**src/hdl/wcw_pkg.sv**
```systemverilog
// ----------------------------------------------------------------------------
// Waypoint chain window package
// Shared field widths, tdata layout, probe and write bus types, FSM codes.
// ----------------------------------------------------------------------------
package wcw_pkg;

   // field widths
   localparam int ID_W   = 64;
   localparam int PAY_W  = 64;
   localparam int SLOT_W = 8;
   localparam int LEN_W  = 5;
   localparam int CFG_W  = 9;

   // reset value of entries_in_use
   localparam logic [CFG_W-1:0] CFG_RESET = 9'd1;

   // request tdata layout, lowest bit up
   localparam int REQ_SLOT_LO  = 0;
   localparam int REQ_WPID_LO  = REQ_SLOT_LO + SLOT_W;
   localparam int REQ_NEXT_LO  = REQ_WPID_LO + ID_W;
   localparam int REQ_PAY_LO   = REQ_NEXT_LO + ID_W;
   localparam int REQ_START_LO = REQ_PAY_LO + PAY_W;
   localparam int REQ_LEN_LO   = REQ_START_LO + ID_W;
   localparam int REQ_BITS     = REQ_LEN_LO + LEN_W;
   localparam int REQ_DATA_W   = ((REQ_BITS + 7) / 8) * 8;

   // response tdata layout, lowest bit up
   localparam int RSP_ID_LO   = 0;
   localparam int RSP_NEXT_LO = RSP_ID_LO + ID_W;
   localparam int RSP_PAY_LO  = RSP_NEXT_LO + ID_W;
   localparam int RSP_DATA_W  = RSP_PAY_LO + PAY_W;

   // request kinds carried in req_tuser
   localparam logic FUNC_WRITE  = 1'b0;
   localparam logic FUNC_WINDOW = 1'b1;

   // table write, broadcast to every cell
   typedef struct packed {
      logic              valid;
      logic [SLOT_W-1:0] slot;
      logic [ID_W-1:0]   id;
      logic [ID_W-1:0]   nxt;
      logic [PAY_W-1:0]  payload;
   } wcw_write_type;

   // lookup probe that walks the cell row
   typedef struct packed {
      logic             valid;
      logic             found;
      logic [ID_W-1:0]  key;
      logic [ID_W-1:0]  nxt;
      logic [PAY_W-1:0] payload;
   } wcw_probe_type;

   typedef enum logic [2:0] {
      ST_IDLE   = 3'b001,
      ST_SEARCH = 3'b010,
      ST_LOAD   = 3'b100
   } wcw_state_type;

endpackage

```
**src/hdl/wcw_cell.sv**
```systemverilog
// ----------------------------------------------------------------------------
// Waypoint table cell
// Holds one table entry and compares it against the probe passing by; the
// first enabled cell that matches fills in the probe and marks it found.
// ----------------------------------------------------------------------------
module wcw_cell #(
   parameter int CELL_INDEX   = 0,
   parameter int PAYLOAD_BITS = 64
) (
   input  logic                        clock,
   input  logic                        reset,
   input  logic [wcw_pkg::CFG_W-1:0]   limit_i,
   input  wcw_pkg::wcw_write_type      wr_i,
   input  wcw_pkg::wcw_probe_type      probe_i,
   output wcw_pkg::wcw_probe_type      probe_o
);

   logic [wcw_pkg::ID_W-1:0] id_ff;
   logic [wcw_pkg::ID_W-1:0] next_ff;
   logic [PAYLOAD_BITS-1:0]  pay_ff;
   wcw_pkg::wcw_probe_type   probe_ff;
   wcw_pkg::wcw_probe_type   probe_in;
   logic                     wr_hit;
   logic                     in_use;
   logic                     hit;

   // entry store
   assign wr_hit = wr_i.valid && (32'(wr_i.slot) == 32'(CELL_INDEX));

   always_ff @(posedge clock) begin
      if (wr_hit) begin
         id_ff   <= wr_i.id;
         next_ff <= wr_i.nxt;
         pay_ff  <= wr_i.payload[PAYLOAD_BITS-1:0];
      end
   end

   // match: only slots below the in-use count, and only if nobody ahead hit
   assign in_use = 32'(CELL_INDEX) < 32'(limit_i);
   assign hit    = probe_i.valid && !probe_i.found && in_use && (id_ff == probe_i.key);

   always_comb begin
      probe_in = probe_i;
      if (hit) begin
         probe_in.found   = 1'b1;
         probe_in.nxt     = next_ff;
         probe_in.payload = wcw_pkg::PAY_W'(pay_ff);
      end
   end

   // hand the probe to the neighbor
   always_ff @(posedge clock) begin
      if (reset) begin
         probe_ff.valid <= 1'b0;
      end else begin
         probe_ff.valid <= probe_in.valid;
      end
      probe_ff.found   <= probe_in.found;
      probe_ff.key     <= probe_in.key;
      probe_ff.nxt     <= probe_in.nxt;
      probe_ff.payload <= probe_in.payload;
   end

   assign probe_o = probe_ff;

endmodule
```
**config.mk**
```make
export PLATFORM = sky130hd
export DESIGN_NAME = wcw_cell
export DESIGN_NICKNAME = d
export VERILOG_FILES = /design/src/hdl/wcw_pkg.sv /design/src/hdl/wcw_cell.sv
export SDC_FILE = /design/constraint.sdc
export NUM_CORES = 1
export LEC_CHECK = 0
export BUFFER_PORTS_ARGS = -buffer_cell sky130_fd_sc_hd__buf_2
export CAP_MARGIN = 20
export CORE_AREA = 2 2 236 238
export CTS_BUF_LIST = sky130_fd_sc_hd__clkbuf_8 sky130_fd_sc_hd__clkbuf_16
export CTS_CLUSTER_DIAMETER = 150
export DETAILED_ROUTE_END_ITERATION = 10
export DIE_AREA = 0 0 238 240
export GPL_TIMING_DRIVEN = 0
export PLACE_DENSITY = 0.5
export SETUP_SLACK_MARGIN = 0.2
export SYNTH_ARGS = -nofsm -noshare
export SYNTH_HDL_FRONTEND = slang
export SYNTH_SLANG_ARGS = --single-unit
```
**constraint.sdc**
```tcl
create_clock -name clock -period 27.9 [get_ports clock]
set_input_delay 5.58 -clock clock [delete_from_list [all_inputs] [get_ports clock]]
set_output_delay 5.58 -clock clock [all_outputs]
set_load 0.005 [all_outputs]
```
After elaboration in Yosys (flattened, before gate mapping)
Index checks and enable logic that the tools add are counted.
Word-level totals
  register bits after elaboration: 386
  input bits: 406
  output and inout port bits: 194
  logic and storage cells: 17
Cells by class
  magnitude comparators: 1
  equal/unequal tests: 1
  mux-type cells: 1
  reduce and logical (&&, ||, !) cells: 6
Operator list (count)
  $mux W128: 1
  $eq A64 B64 Y1: 1
  $lt A1 B9 Y1 const A: 1
  $logic_not A8 Y1: 1
  $logic_and A1 B1 Y1: 4
  $logic_not A1 Y1: 1

Depth between registers and ports, before layout
  word-level depth: 5
  depth in mapped cells: 8
  depth with buffers taken out: 6

Worst setup path after synthesis
Ideal clock, no wire load.
  path type: input port to flip-flop
  from: in wr_i[192] in the netlist's numbering
  to: reg id_ff[0] in the netlist's numbering (enable)
  library setup time: 1.236 ns
  arrival time: 24.122 ns
  data required time: 26.664 ns
  slack: 2.542 ns
  cell stages on the path: 1
  path buffers: 0
  cells stage by stage: nor4_1
Between the ends
  longest elaborated chain between the ends: 2
RTL lines
  from (decl): RTL line wcw_cell.sv:13  | input wcw_pkg::wcw_write_type wr_i,
  $logic_not A8 Y1: RTL line wcw_cell.sv:28  | assign wr_hit = wr_i.valid && (32'(wr_i.slot) == 32'(CELL_INDEX));
  $logic_and A1 B1 Y1: RTL line wcw_cell.sv:28
  to (signal assigned): RTL line wcw_cell.sv:32  | id_ff <= wr_i.id;
  to (decl): RTL line wcw_cell.sv:18  | logic [wcw_pkg::ID_W-1:0] id_ff;
Every way passes these cells.
A chain may end at the register's enable or synchronous reset.

Worst setup path in the final report
  from: in wr_i[194] in the netlist's numbering
  to: reg next_ff[6] in the netlist's numbering (enable)
Between the ends
  longest elaborated chain between the ends: 2
RTL lines
  $logic_not A8 Y1: RTL line wcw_cell.sv:28
  $logic_and A1 B1 Y1: RTL line wcw_cell.sv:28
  via wr_hit: RTL line wcw_cell.sv:23  | logic wr_hit;
  to (signal assigned): RTL line wcw_cell.sv:33  | next_ff <= wr_i.nxt;
  to (decl): RTL line wcw_cell.sv:19  | logic [wcw_pkg::ID_W-1:0] next_ff;
The timed path passes the listed nets, and every way through them passes these cells.

==> impl_results.md <==
* Syn Area/Cell at 19.7 µm²
* Fillers at 5,456
* CTS tree: built
* Vias/cell at 3.78
* Final Setup Violations at 0
* Die width at 238 µm
* DRT antenna net count at 0
* Avg WL per Cell at between 15 and 20 µm
* Placed Area at roughly 17,000 µm²
* Synthesized cell area at 12,400 µm²
* Vias post-DR at 7,723
* Initial antenna violation count at 12
* WS Path Type: in -> reg
* VDD IR-drop max at 0.0638 mV
* Clk Latency, worst-skew pair at 0.55 ns
* Slew @ Worst Pin at 1.07 ns
* Area of the multi-input gates at 2610 µm²
* Overflow left after global routing at 0
* Max cap viols at 0
* Vias in the first global route at 8,293
* Gate power share at 5.5%
* Initial Utilization at between 20% and 30%
* # resized after CTS at 0
* Slew HR at 28.3%
* Layout cells sized above 1 at 62.7%
* Yosys warning count at 0
* HPWL Detailed at 28,900 µm
* RSZ-0062 raised after global routing: false
* Layout Cells excl Fill at 2,042
* Die height at 240 µm
* Commonest non-fill, non-tap cell in the layout: buf_2
* Worst setup EP type: flop
* P_leak at around 8.1 nW
* Final Net Count at ~1,700
* Final hold slack at 0.465 ns
* Placed cells at 1,962
* Hold path start: next_ff[57]
* CP Launch Point: wr_i[194]
* Layout Skew at 0.0212 ns
* Setup crit start kind: primary input
* IO buf count at 599
* Sequential fraction of the synthesis area at ~78%
* Final worst setup slack at 19.24 ns
* Clk pwr share at between 40% and 50%
* CTS Buf Count at 42
* Status: finished, final reports clean
* Seq pwr share at about 50%
* Sw Ratio at about a fifth
* Count of final max-slew check failures at 0
* Total chip power at around 1.2 mW
* Power density cells at about 69 nW/µm²
* Setup Buffers After CTS at 0
* DRC viols at 0
* I/O Pins at 600
* CTS sink count at between 300 and 400
* RR Startpoint: id_ff[21]
* GPL Wtd Cong at 0.766
* Number of synthesized register bits at 386
* Yosys cell types at 23
* FP Rows at 86
* Area of the core at 54,700 µm²
* First-pass GRT wire length at 50,000 µm
* Clock tree buffer depth at 3
* Clk slew on worst S/H paths at 0.06 ns
* Syn Inst Count at 632
* First DRT Iteration DRCs at 198
* Die area at 57,100 µm²
* Critical path peak fanout at 9
* CP required at 28.15 ns
* Net Count, Synth at 1,038
* Min Tclk post-route at 8.66 ns
* GRT Resource Usage Total at between 10% and 20%
* Area delta synth->final at 44.1%
* Root buffer cell: clkbuf_16
* Post-place setup slack at ~19 ns
* Fin crit share at a little under a third
* Final Util at 32.8%
* Final non-filler cell area at 17,900 µm²
* Critical Path AT at 8.92 ns
* Hold_buf cts at 0
* Internal Pwr Total at 0.977 mW
* Final WL at between 30,000 and 40,000 µm
* Largest net degree at the start of global routing at 15
* Most frequent cells in the layout: buf_2, dfxtp_1, edfxtp_1
* Register area at 9650 µm²
* Type of the most critical hold path: reg -> reg
* Fmax at ~120 MHz
* Final number of hold-violating endpoints at 0
* Net Switching at 0.257 mW
* Fin Setup TNS at 0 ns
* CTS H-tree lvls at 2
* Drt pass-1 iters at 4
[power by group through the flow]
stage                     registers, mW  clock network, mW  logic [mW]
final                             0.614              0.551      0.0684
after global routing              0.615              0.590      0.0749
after CTS                         0.614              0.574      0.0701
after detailed placement          0.626                  0      0.0698
after global placement            0.627                  0      0.0683
after floorplan                   0.629                  0      0.0166
[worst max-delay path: stages]
cell and delay (ns):
buf_2 0.09, nor4_1 0.28, nand3b_1 0.13, nor4_2 0.81
buf_4 0.33, buf_4 0.18, buf_4 0.19, buf_4 0.20
buf_4 0.20, buf_6 0.15, buf_4 0.18, buf_4 0.20
buf_4 0.19, buf_4 0.17
[cell families (layout without fill, tap and decap cells)]
kind of cell	Yosys count	after routing	synth area share, %
other cells	0	3	0
compound gates	8	8	0.483
simple gates	32	32	1.60
mux	128	128	14.9
buf+inv	22	725	1.46
flops	386	386	77.6
xor+xnor	56	56	3.95
[sequential cells by signal, summed over array words and instances (netlist names)]
signal	count
next_ff	64
id_ff	64
pay_ff	64
probe_o	194
[area by class of cell]
| class | count | share of cell area [%] |
|---|---|---|
| Tap cell | 704 | 4.92 |
| Sequential cell | 386 | 53.9 |
| Buffer | 14 | 0.845 |
| Timing Repair Buffer | 626 | 17.9 |
| Clock inverter | 28 | 1.21 |
| Multi-Input combinational cell | 224 | 14.6 |
| Inverter | 8 | 0.168 |
| Clock buffer | 49 | 6.47 |
| Antenna cell | 3 | 0.0419 |
[worst paths after layout]
path                            slack, ns  cells past startpoint      endpoint
worst min register to register       0.46                      1  probe_o[121]
worst min-delay path                 0.46                      1  probe_o[121]
worst max-delay path                19.24                     14    next_ff[6]
worst max register to register      24.90                      7  probe_o[107]
[cells in the mapped netlist]
cell | number | area, µm²
xor2_1 | 40 | 350
buf_2 | 1 | 5.00
o22ai_1 | 3 | 18.8
nor2_1 | 1 | 3.75
or4_4 | 1 | 11.3
nor3_1 | 2 | 10.0
inv_1 | 8 | 30.0
nor2b_1 | 2 | 12.5
nand2b_1 | 1 | 6.26
a222oi_1 | 1 | 10.0
mux2_4 | 109 | 1640
o21ai_0 | 1 | 5.00
nand4_1 | 7 | 43.8
a22o_1 | 2 | 17.5
o2bb2ai_1 | 1 | 8.76
nand3b_1 | 1 | 7.51
mux2_2 | 19 | 214
dfxtp_1 | 194 | 3880
xnor2_1 | 16 | 140
nor4_1 | 15 | 93.8
edfxtp_1 | 192 | 5770
nand3_1 | 2 | 10.0
buf_6 | 13 | 146
[per-layer routing]
layer | part of all wire (%) | global-route usage (%) | vias up | wire length [µm]
met5 | 0.19 | 0 | - | 70
met1 | 36 | 12.4 | 3589 | 13100
met4 | 2.9 | 5.00 | 10 | 1060
met2 | 51 | 21.7 | 386 | 18400
li1 | - | - | 3661 | -
met3 | 9.5 | 4.54 | 77 | 3410
Power figures use the tool's default switching activity.
